[src/rtl/sllm_pkg.sv]
// shared constants, types and helpers for the static linked list manager
`timescale 1ns / 1ps
`default_nettype none

package sllm_pkg;

  localparam int CAPACITY = 16;
  localparam int LINK_W   = $clog2(CAPACITY + 1);
  localparam int IDX_W    = (CAPACITY > 1) ? $clog2(CAPACITY) : 1;

  typedef logic [LINK_W-1:0] link_t;
  typedef logic [IDX_W-1:0]  idx_t;

  localparam link_t NIL_LINK = link_t'(CAPACITY);

  localparam logic [1:0] CMD_APPEND = 2'd0;
  localparam logic [1:0] CMD_DELETE = 2'd1;
  localparam logic [1:0] CMD_LIST   = 2'd2;

  localparam logic [2:0] ST_OK        = 3'd0;
  localparam logic [2:0] ST_FULL      = 3'd1;
  localparam logic [2:0] ST_NOT_FOUND = 3'd2;
  localparam logic [2:0] ST_BAD_POS   = 3'd3;
  localparam logic [2:0] ST_EMPTY     = 3'd4;

  function automatic logic is_node(input link_t l);
    return l < NIL_LINK;
  endfunction

  // link held by a node that was never written since reset
  function automatic link_t reset_link(input idx_t i);
    if (LINK_W'(i) == link_t'(CAPACITY - 1)) begin
      return NIL_LINK;
    end
    return LINK_W'(i) + link_t'(1);
  endfunction

endpackage

`default_nettype wire

[src/rtl/static_linked_list_manager_core.sv]
// static linked list manager: node store, free list and command sequencer
//
// usage: present command, value and position with start high while busy is
// low; the command is taken at that clock edge and busy rises until all of
// its results are out, unless it answers at once with full, bad position
// or empty status. each result shows on status, item_value and last for
// one cycle with valid high; last marks the final result of a command. the
// receiver cannot hold results off, and none is needed: at most one result
// leaves per cycle. outcome by command:
//   append: full when no node is free, else ok after a walk to the tail
//   delete: bad position when negative, ok when found, else not found
//   list:   empty when the list is empty, else one element per cycle
// every step is one read of the link store, whose read data is registered.
// busy falls in the cycle the last result is shown, so the next command
// may be taken then. command code 3 is dropped.
// reset chains all nodes into the free list at once through per-node
// written flags; no clearing pass is needed.
`timescale 1ns / 1ps
`default_nettype none

module static_linked_list_manager_core (
  input  wire logic               clk,
  input  wire logic               rst,
  input  wire logic               start,
  output logic                    busy,
  input  wire logic [1:0]         command,
  input  wire logic signed [31:0] value,
  input  wire logic signed [7:0]  position,
  output logic                    valid,
  output logic [2:0]              status,
  output logic signed [31:0]      item_value,
  output logic                    last
);
  import sllm_pkg::*;

  localparam logic [2:0] S_IDLE    = 3'd0;
  localparam logic [2:0] S_AP_FREE = 3'd1;
  localparam logic [2:0] S_AP_WALK = 3'd2;
  localparam logic [2:0] S_DL_WALK = 3'd3;
  localparam logic [2:0] S_DL_FREE = 3'd4;
  localparam logic [2:0] S_RD_WALK = 3'd5;

  // node store
  link_t               link_mem [CAPACITY];
  logic [31:0]         value_mem [CAPACITY];
  logic [CAPACITY-1:0] written;

  link_t       link_rd;
  logic        written_rd;
  idx_t        idx_rd;
  logic [31:0] value_rd;
  link_t       link_q;

  // control state
  logic [2:0]  state;
  link_t       free_head;
  link_t       list_head;
  link_t       cur;
  link_t       prev;
  link_t       node;
  link_t       steps;
  logic [6:0]  pos;
  logic [31:0] val;

  idx_t        rd_addr;
  logic        link_we;
  idx_t        link_wa;
  link_t       link_wd;
  logic        ap_stop;

  assign busy   = (state != S_IDLE);
  assign link_q = written_rd ? link_rd : reset_link(idx_rd);
  assign ap_stop = (steps == link_t'(CAPACITY)) || !is_node(link_q);

  always_comb begin
    rd_addr = cur[IDX_W-1:0];
    link_we = 1'b0;
    link_wa = cur[IDX_W-1:0];
    link_wd = NIL_LINK;
    unique case (state)
      S_IDLE: begin
        rd_addr = (command == CMD_APPEND) ? free_head[IDX_W-1:0] : list_head[IDX_W-1:0];
      end
      S_AP_FREE: begin
        rd_addr = list_head[IDX_W-1:0];
        link_we = 1'b1;
        link_wa = node[IDX_W-1:0];
        link_wd = NIL_LINK;
      end
      S_AP_WALK: begin
        rd_addr = link_q[IDX_W-1:0];
        link_we = ap_stop;
        link_wa = cur[IDX_W-1:0];
        link_wd = node;
      end
      S_DL_WALK: begin
        rd_addr = link_q[IDX_W-1:0];
        link_we = is_node(cur) && (7'(steps) == pos) && is_node(prev);
        link_wa = prev[IDX_W-1:0];
        link_wd = link_q;
      end
      S_DL_FREE: begin
        link_we = 1'b1;
        link_wa = cur[IDX_W-1:0];
        link_wd = free_head;
      end
      S_RD_WALK: begin
        rd_addr = link_q[IDX_W-1:0];
      end
      default: begin
        rd_addr = cur[IDX_W-1:0];
      end
    endcase
  end

  // store writes and registered reads
  always_ff @(posedge clk) begin
    if (link_we) begin
      link_mem[link_wa] <= link_wd;
    end
    if (state == S_AP_FREE) begin
      value_mem[node[IDX_W-1:0]] <= val;
    end
    link_rd    <= link_mem[rd_addr];
    value_rd   <= value_mem[rd_addr];
    written_rd <= written[rd_addr];
    idx_rd     <= rd_addr;
  end

  always_ff @(posedge clk) begin
    if (rst) begin
      written <= '0;
    end else if (link_we) begin
      written[link_wa] <= 1'b1;
    end
  end

  // sequencer
  always_ff @(posedge clk) begin
    if (rst) begin
      state     <= S_IDLE;
      free_head <= '0;
      list_head <= NIL_LINK;
      valid     <= 1'b0;
    end else begin
      valid <= 1'b0;
      unique case (state)
        S_IDLE: begin
          if (start) begin
            val   <= value;
            pos   <= position[6:0];
            steps <= '0;
            prev  <= NIL_LINK;
            case (command)
              CMD_APPEND: begin
                node <= free_head;
                if (!is_node(free_head)) begin
                  valid      <= 1'b1;
                  status     <= ST_FULL;
                  item_value <= '0;
                  last       <= 1'b1;
                end else begin
                  cur   <= free_head;
                  state <= S_AP_FREE;
                end
              end
              CMD_DELETE: begin
                cur <= list_head;
                if (position[7]) begin
                  valid      <= 1'b1;
                  status     <= ST_BAD_POS;
                  item_value <= '0;
                  last       <= 1'b1;
                end else begin
                  state <= S_DL_WALK;
                end
              end
              CMD_LIST: begin
                cur <= list_head;
                if (!is_node(list_head)) begin
                  valid      <= 1'b1;
                  status     <= ST_EMPTY;
                  item_value <= '0;
                  last       <= 1'b1;
                end else begin
                  state <= S_RD_WALK;
                end
              end
              default: begin
                state <= S_IDLE;
              end
            endcase
          end
        end
        S_AP_FREE: begin
          free_head <= link_q;
          if (!is_node(list_head)) begin
            list_head  <= node;
            valid      <= 1'b1;
            status     <= ST_OK;
            item_value <= '0;
            last       <= 1'b1;
            state      <= S_IDLE;
          end else begin
            cur   <= list_head;
            state <= S_AP_WALK;
          end
        end
        S_AP_WALK: begin
          if (ap_stop) begin
            valid      <= 1'b1;
            status     <= ST_OK;
            item_value <= '0;
            last       <= 1'b1;
            state      <= S_IDLE;
          end else begin
            cur   <= link_q;
            steps <= steps + link_t'(1);
          end
        end
        S_DL_WALK: begin
          if (!is_node(cur)) begin
            valid      <= 1'b1;
            status     <= ST_NOT_FOUND;
            item_value <= '0;
            last       <= 1'b1;
            state      <= S_IDLE;
          end else if (7'(steps) == pos) begin
            if (!is_node(prev)) begin
              list_head <= link_q;
            end
            state <= S_DL_FREE;
          end else begin
            prev  <= cur;
            cur   <= link_q;
            steps <= steps + link_t'(1);
          end
        end
        S_DL_FREE: begin
          free_head  <= cur;
          valid      <= 1'b1;
          status     <= ST_OK;
          item_value <= '0;
          last       <= 1'b1;
          state      <= S_IDLE;
        end
        S_RD_WALK: begin
          valid      <= 1'b1;
          status     <= ST_OK;
          item_value <= value_rd;
          if (!is_node(link_q) || (steps == link_t'(CAPACITY - 1))) begin
            last  <= 1'b1;
            state <= S_IDLE;
          end else begin
            last  <= 1'b0;
            cur   <= link_q;
            steps <= steps + link_t'(1);
          end
        end
        default: begin
          state <= S_IDLE;
        end
      endcase
    end
  end

endmodule

`default_nettype wire
[config.mk]
export PLATFORM = sky130hd
export DESIGN_NAME = static_linked_list_manager_core
export DESIGN_NICKNAME = d
export VERILOG_FILES = /design/src/rtl/sllm_pkg.sv /design/src/rtl/static_linked_list_manager_core.sv
export SDC_FILE = /design/constraint.sdc
export NUM_CORES = 1
export LEC_CHECK = 0
export BUFFER_PORTS_ARGS = -buffer_cell sky130_fd_sc_hd__buf_2
export CAP_MARGIN = 25
export CORE_UTILIZATION = 46
export CTS_CLUSTER_SIZE = 28
export DETAILED_ROUTE_END_ITERATION = 16
export GPL_TIMING_DRIVEN = 0
export SYNTH_ARGS = -nofsm -noshare
export SYNTH_HDL_FRONTEND = slang
export SYNTH_SLANG_ARGS = --single-unit
[constraint.sdc]
create_clock -name clk -period 4 [get_ports clk]
set_input_delay 0.4 -clock clk [delete_from_list [all_inputs] [get_ports clk]]
set_output_delay 0.4 -clock clk [all_outputs]
set_load 0.01 [all_outputs]
# [Word level (Yosys, flattened, before mapping)]
# Memory sizes are Yosys's and may differ from the RTL's. A register that Yosys moved wholly into a read port is not among the register bits.
# Index checks and enable logic that the tools add are counted.
[word_totals] register_bits=130 ramBits=592 inputBits=45 output_inout_bits=38 wordCells=177 mem_count=2
[mem_list] memory="value_mem" words=16 width=32 rd=1 rd_clocked_by_memory_dff=1 write_ports=1 line="static_linked_list_manager_core.sv:45" text="logic [31:0] value_mem [CAPACITY];"
[mem_list] memory="link_mem" words=16 width=5 rd=1 rd_clocked_by_memory_dff=1 write_ports=1 line="static_linked_list_manager_core.sv:44" text="link_t link_mem [CAPACITY];"
[classes] n_addsub=2 n_lt_le_gt_ge=8 eq_ne=32 muxes=86 n_bitwise=2 reduce_logical=29
[op_table] cell="$mux W32" n=6
[op_table] cell="$pmux W32 S6" n=1
[op_table] cell="$mux W5" n=22
[op_table] cell="$pmux W32 S3" n=1
[op_table] cell="$mux W3" n=14
[op_table] cell="$pmux W5 S2" n=4
[op_table] cell="$pmux W3 S5" n=2
[op_table] cell="$lt A5 B5 Y1 const B" n=5
[op_table] cell="$pmux W5 S5" n=1
[op_table] cell="$ne A3 B3 Y1 const B" n=8
[op_table] cell="$ne A2 B2 Y1 const B" n=11
[op_table] cell="$mux W1" n=20
[op_table] cell="$pmux W5 S4" n=1
[op_table] cell="$reduce_and A10 Y1" n=2
[op_table] cell="$pmux W3 S3" n=2
[op_table] cell="$or A16 B16 Y16" n=1
[op_table] cell="$pmux W5 S3" n=1
[op_table] cell="$reduce_and A7 Y1" n=2
[op_table] cell="$pmux W4 S3" n=1
[op_table] cell="$lt A4 B5 Y1 const B" n=2
[op_table] cell="$reduce_and A5 Y1" n=2
[op_table] cell="$reduce_bool A5 Y1" n=2
[op_table] cell="$pmux W1 S3" n=3
[op_table] cell="$pmux W4 S2" n=1
[op_table] cell="other kinds (35)" n=44

# [Depth between registers and ports, before layout]
# Gate-level depths: netlist of the first run.
[depth] word_depth=10 ltp_mapped=12 ltp_nobuf=10

# [Worst setup path before layout of the first run]
# No wires, ideal clock.
[synth_timing] path_kind="input to register" start="in command[0]" end="reg status[0], enable pin" setup_time_ps=306 arrival_ps=4104 required_time_ps=3694 setup_slack_ps=-410 stages=7 path_buffers=0 path_cell_list="inv_1 > ha_1 > inv_1 > o21ai_0 > a311oi_1 > a221oi_1 > o21a_1"
[synth_via] elab_chain_cells=3 elab_cells_between_ends=8 classes_between="eq/ne: 6; reduce/logical: 2"
[synth_rtl] item="start, declared" line="static_linked_list_manager_core.sv:26" text="input wire logic [1:0] command,"
[synth_rtl] item="$eq A2 B2 Y1, or another cell as far along" line="static_linked_list_manager_core.sv:154" text="case (command)"
[synth_rtl] item="$ne A4 B2 Y1 (no source line) or $ne A3 B3 Y1 (tied branches)"
[synth_rtl] item="$reduce_and A10 Y1 (no source line) (*)"
[synth_rtl] item="end signal, assigned" line="static_linked_list_manager_core.sv:159" text="status <= ST_FULL;"
[synth_rtl] item="end signal, assigned" line="static_linked_list_manager_core.sv:171" text="status <= ST_BAD_POS;"
[synth_rtl] item="end signal, assigned" line="static_linked_list_manager_core.sv:182" text="status <= ST_EMPTY;"
[synth_rtl] item="end, declared" line="static_linked_list_manager_core.sv:30" text="output logic [2:0] status,"
# Mark *: on every way between the ends. The rest lies on a longest branch, timed or not.
# A chain may end at the register's enable or synchronous reset.

# [Worst setup path in the final report of the first run]
[layout_timing] start="reg state[2]" end="mem value_mem[12][27], enable pin"
[layout_via] elab_chain_cells=3
[layout_rtl] item="start, declared" line="static_linked_list_manager_core.sv:55" text="logic [2:0] state;"
[layout_rtl] item="start signal, assigned" line="static_linked_list_manager_core.sv:141" text="state <= S_IDLE;"
[layout_rtl] item="start signal, assigned" line="static_linked_list_manager_core.sv:164" text="state <= S_AP_FREE;"
[layout_rtl] item="start signal, assigned" line="static_linked_list_manager_core.sv:175" text="state <= S_DL_WALK;"
[layout_rtl] item="$eq A3 B1 Y1" line="static_linked_list_manager_core.sv:121" text="if (state == S_AP_FREE) begin"
[layout_rtl] item="$mux W1" line="static_linked_list_manager_core.sv:121"
[layout_rtl] item="$mux W1 (not written as such)" line="static_linked_list_manager_core.sv:122" text="value_mem[node[IDX_W-1:0]] <= val;"
[layout_rtl] item="end, declared" line="static_linked_list_manager_core.sv:45"
# Every way passes these cells.

==> results_dict.tcl, run 1 <==
set metrics [dict create \
    holdWs_ns 0.2178 \
    crit_type "reg -> reg" \
    cts_setup_buffers 0 \
    status "complete, no violations" \
    grt_pass1_wl_um 113600 \
    placementRows 93 \
    sequentialPowerShare_pct 37.6 \
    place_area_um2 32440 \
    hp-class "in -> reg" \
    cts_tree "done" \
    drt_wl_total_um 78890 \
    power.leakage_uw 0.01216 \
    antenna_found_initial 1 \
    clock_skew_ns 0.02073 \
    p_sw_uw 9574 \
    grt_max_degree 25 \
    htree_levels 3 \
    synth_top_cell_area_share_pct 68.14 \
    dp_cells 2832 \
    clkSinkCount 759 \
    syn_area_per_cell_um2 16.29 \
    ctsHoldBuffers 39 \
    synth-seq-cells 759 \
    post-route-drc-count 0 \
    max-vdd-ir-drop_uv 492.1 \
    synthesis.nets 1914 \
    grt.total_usage_pct 23.74 \
    clockBufferDepth 3 \
    ys_types 57 \
    clock_latency_ns 0.63 \
    clkPwrFrac_pct 26.5 \
    stdcell_area_um2 35350 \
    p_comb_share_pct 35.8 \
    vias 17160 \
    synth.area.top_cells "edfxtp_1 68%, mux2i_1 15%, dfxtp_1 4.8%" \
    cp_top_family "simple AND/OR/NAND/NOR gates" \
    cp_max_fo 10 \
    critical_path_buf_inv_count 5 \
    area_delta_synth_final_pct 16.75 \
    core_um2 64700 \
    relSlewSlack_pct 26.28 \
    path_cells "inv_1 -> buf_2 -> nand2_1 -> nor2_1 -> nand3_1 -> nor3_2 -> buf_8 -> buf_8 -> buf_6" \
    async_flop_share_pct 0 \
    drive_gt1_share_pct 15.51 \
    io_pins 83 \
    n_antenna_cell 0 \
    synth_warnings 0 \
    dp_hpwl_um 52340 \
    setup_violations 0 \
    critPathCaptureType "flip-flop" \
    syn_area_um2 30270 \
    crit_required_ns 4.32 \
    drt_iter0_markers 1776 \
    crit_top_cell "buf_8" \
    yosysTopAreaCell "edfxtp_1" \
    arrival_ns 3.89 \
    port_buffers 81 \
    final_nets 2155 \
    max_cap_violations 0 \
    synth_edf_count 687 \
    setup.worst_path.start_class "flip-flop" \
    initial_utilization_pct 46.79 \
    swShare_pct 36.03 \
    synth-main-ff-cell "edfxtp_1" \
    fp.dieH_um 258.5 \
    grt_overflow 0 \
    slowest_stage "nor3_2" \
    final_cell_mix "687 x edfxtp_1, 440 x mux2i_1, 124 x buf_2, 115 x nand2_1, 83 x clkbuf_16" \
    internal-power_uw 17000 \
    antenna_left 0 \
    max_stage_delay_ns 0.74 \
    synth_seq_area_share_pct 72.90 \
    syn_inst 1859 \
    final_common_cell "edfxtp_1" \
    grt_pass1_vias 16930 \
    cts.root.buffer_cell "clkbuf_16" \
    final_cell_count_no_fill 3022 \
    wl_per_cell_um 26.11 \
    cts.clk_slew.worst_paths_ns 0.06 \
    maxSlewViolCount 0 \
    timing.final.crit_period_ns 3.570 \
    tightest_slew_ns 1.102 \
    die-area_um2 66840 \
    p_per_area_nw_per_um2 751.8 \
    viasPerCell 5.677 \
    cts_made_buffers 81 \
    rsz0062_at_grt "false" \
    max_clock_freq_ghz 0.2801 \
    dr.pass1.iters 6 \
    cts_resized 0 \
    gp_congestion 0.8590 \
    fin_crit_sh_pct 89.24 \
    die_w_um 258.5 \
    r2r_setup_slack_ns 0.43 \
    hold_viol 0 \
]
-- logic make-up (layout without fill, tap and decap cells) --
| family | Yosys count | count (layout) | synth area share (%) |
|---|---|---|---|
| flops | 759 | 759 | 72.90 |
| mux | 442 | 442 | 14.63 |
| simple gates | 296 | 296 | 4.249 |
| compound gates | 223 | 223 | 5.216 |
| buf+inv | 121 | 429 | 2.356 |
| fa+ha+maj | 10 | 10 | 0.4133 |
| xor+xnor | 8 | 8 | 0.2314 |
-- area by class of cell --
cell class              count  area (um2)
fillers                  5242       29350
flip-flops and latches    759       22070
multi-input cells         979        7629
clock buffers             107        2197
repair buffers            158        1360
well taps                 855        1070
plain buffers             100       631.9
clock inverters            43       305.3
inverters                  21       81.33
-- worst paths after layout --
check / end / startpoint / cells after the start
worst max-delay path: value_mem[12][27]$_DFFE_PP_ / state[2]$_SDFFE_PP0P_ / 9
worst min-delay path: state[1]$_SDFFE_PP0P_ / start / 3
worst max register to register: value_mem[12][27]$_DFFE_PP_ / state[2]$_SDFFE_PP0P_ / 9
worst min register to register: written[6]$_SDFFE_PP0P_ / written[6]$_SDFFE_PP0P_ / 2
-- layer usage --
metal  track usage (%)  part of all wire (%)
met1             33.82                    44
met2             37.97                    47
met3             3.257                   6.4
met4             7.265                   2.3
met5                 0                     0
-- synth_stat cells (all sizes together), types with 2 or more instances --
cell and number:
a311oi 2, nand3 44, inv 19, a22oi 17
nand2b 7, edfxtp 687, mux2i 441, nor2 92
a222oi 2, o311a 2, xnor2 4, and2 3
a211oi 5, o21ai 59, a221o 2, ha 10
nor3 15, a31oi 17, o211ai 3, clkbuf 23
a221oi 3, or3 2, a32oi 38, nor2b 5
xor2 4, dfxtp 72, a22o 35, buf 77
and3 7, clkinv 2, nand4bb 2, a21oi 24
o21a 7, nand2 116
-- tightest hold or removal path, cell delays in order --
cell,delay [ns]
buf_2,0.12
a21oi_1,0.18
a2111oi_0,0.08
-- stage by stage --
step	util, %	setup TNS [ns]	power [uW]	worst slack (ns)
after global routing	54.63	0	27590	0.2851
final	54.63	0	26570	0.4303
after floorplan	-	0	16190	0.08795
after detailed placement	50.14	0	19620	0.3261
after CTS	54.61	0	26690	0.4262
after global placement	49.08	-951.76	19480	-3.493
-- power groups by stage --
stage	Combinational, uW	Clock [uW]	Sequential, uW
5_1_grt	10100	7450	10100
6_report	9510	7050	10000
3_3_place_gp	9310	0	10200
4_1_cts	9530	7170	10000
3_5_place_dp	9470	0	10200
2_1_floorplan	6150	0	10000
-- state kept, by name (all words and copies together), names as in the netlist, 4 cells and up --
| signal | flops |
|---|---|
| value_mem | 512 |
| pos | 7 |
| link_rd | 5 |
| val | 32 |
| written | 16 |
| cur | 5 |
| prev | 5 |
| link_mem | 80 |
| node | 5 |
| value_rd | 32 |
| list_head | 5 |
| free_head | 5 |
| idx_rd | 4 |
| item_value | 32 |
| steps | 5 |
Power figures use the tool's default switching activity.
==> run 2, diff against run 1 <==
--- a/config.mk
+++ b/config.mk
@@ -12,2 +12,3 @@
 export DETAILED_ROUTE_END_ITERATION = 16
+export GPL_ROUTABILITY_DRIVEN = 0
 export GPL_TIMING_DRIVEN = 0
==> constraint.sdc (replaced) <==
create_clock -name clk -period 4 [get_ports clk]
set_input_delay 0.8 -clock clk [delete_from_list [all_inputs] [get_ports clk]]
set_output_delay 0.8 -clock clk [all_outputs]
set_load 0.01 [all_outputs]
==> run 2 against run 1 <==
  * Die area did not move
  * Via count fell by 0.89%
  * Count of clock-buffer cells in the layout is 1 lower
==> results_dict.tcl, run 2 (same netlist as run 1, synthesis figures left out) <==
set metrics [dict create \
    final_nets 2115 \
    setup_violations 0 \
    cts_made_buffers 79 \
    setup.worst_path.start_class "flip-flop" \
    drt_wl_total_um 78760 \
    antenna_found_initial 2 \
    max_stage_delay_ns 0.49 \
    crit_required_ns 4.48 \
    hold_viol 0 \
    fp.dieH_um 258.5 \
    p_per_area_nw_per_um2 759.7 \
    cts_setup_buffers 0 \
    dr.pass1.iters 6 \
    place_area_um2 32440 \
    io_pins 83 \
    critical_path_buf_inv_count 2 \
    maxSlewViolCount 0 \
    clock_latency_ns 0.62 \
    ctsHoldBuffers 0 \
    arrival_ns 3.88 \
    max_cap_violations 0 \
    core_um2 64700 \
    post-route-drc-count 0 \
    cp_top_family "compound AO/OA/AOI/OAI gates" \
    antenna_left 0 \
    area_delta_synth_final_pct 15.39 \
    rsz0062_at_grt "false" \
    port_buffers 81 \
    max-vdd-ir-drop_uv 448.7 \
    n_antenna_cell 0 \
    final_core_util_pct 53.99 \
    max_clock_freq_ghz 0.2939 \
    power.leakage_uw 0.01202 \
    timing.final.crit_period_ns 3.403 \
    fin_tns_setup_ns 0 \
    drt_iter0_markers 1546 \
    cts.root.buffer_cell "clkbuf_16" \
    path_cells "ha_1 -> a311oi_2 -> o21ai_1 -> a22o_1 -> nor2_1 -> buf_2 -> buf_2 -> a32oi_1 -> o21ai_1" \
    crit_type "reg -> reg" \
    die-area_um2 66840 \
    final_cell_mix "687 x edfxtp_1, 440 x mux2i_1, 124 x buf_2, 115 x nand2_1, 80 x clkbuf_16" \
    cp_max_fo 10 \
    dp_cells 2832 \
    wl_per_cell_um 26.44 \
    fin_crit_sh_pct 85.08 \
    grt_pass1_wl_um 113800 \
    placementRows 93 \
    hp-class "in -> reg" \
    relSlewSlack_pct 25.69 \
    die_w_um 258.5 \
    initial_utilization_pct 46.79 \
    final_cell_count_no_fill 2979 \
    cts_tree "done" \
    dp_hpwl_um 52800 \
    grt_pass1_vias 16860 \
    grt_max_degree 24 \
    viasPerCell 5.708 \
    vias 17000 \
    stdcell_area_um2 34930 \
    clock_skew_ns 0.02980 \
    clockBufferDepth 3 \
    cts_resized 0 \
    grt_overflow 0 \
    tightest_slew_ns 1.115 \
    clkSinkCount 759 \
    cts.clk_slew.worst_paths_ns 0.06 \
    critPathCaptureType "flip-flop" \
    drive_gt1_share_pct 15.96 \
    largest_reg_flops 512 \
    slowest_stage "a311oi_2" \
    final_common_cell "edfxtp_1" \
    grt.total_usage_pct 23.68 \
    status "complete, no violations" \
    htree_levels 3 \
]
## run 2: final cells by class
type                       instances  area, um2
multi-input combinational        979       7625
clock buffer                     106       2170
clock inverter                    39      302.8
inverter                          21      81.33
tap                              855       1070
sequential                       759      22070
buffer                           100      631.9
fill                            5272      29760
timing repair buffer             120      980.9
## run 2: worst paths after layout
| check | start | end | slack (ns) | cells after the start |
|---|---|---|---|---|
| hold / removal | value[16] | val[16]$_DFFE_PP_ | 0.35 | 1 |
| setup / recovery | idx_rd[0]$_DFF_P_ | value_rd[26]$_DFF_P_ | 0.60 | 9 |
| hold reg to reg | written[14]$_SDFFE_PP0P_ | written[14]$_SDFFE_PP0P_ | 0.47 | 2 |
| setup reg to reg | idx_rd[0]$_DFF_P_ | value_rd[26]$_DFF_P_ | 0.60 | 9 |
## run 2: worst register-to-register path, stage by stage (launching register included)
cell and delay [ns]:
dfxtp_1 0.36, ha_1 0.30, a311oi_2 0.49, o21ai_1 0.16, a22o_1 0.36, nor2_1 0.29, buf_2 0.48, buf_2 0.46
a32oi_1 0.12, o21ai_1 0.25
## run 2: layer usage
| layer | up-vias | global-route usage, % | part of all wire, % |
|---|---|---|---|
| li1 | 7625 | - | - |
| met5 | - | 0 | 0 |
| met3 | 102 | 3.805 | 6.0 |
| met4 | 0 | 6.049 | 2.0 |
| met1 | 8672 | 33.29 | 44 |
| met2 | 604 | 38.48 | 48 |
## run 2: where the power goes
part           total, uW  switching, uW  internal [uW]
Sequential         10000            422           9570
Combinational       9480           6100           3380
Clock               7060           2990           4070
Total              26500           9510          17000
## run 2: per-stage QoR
| step | total power [uW] | hold WS, ns | worst slack (ns) |
|---|---|---|---|
| finish | 26540 | 0.3498 | 0.5970 |
| global route | 27490 | 0.3276 | 0.5053 |
| CTS | 26620 | 0.3153 | 0.6802 |
| detailed placement | 19580 | 0.4607 | 0.03771 |
| global placement | 19410 | 0.4531 | -3.445 |
| floorplan | 16190 | 0.4361 | 0.08795 |
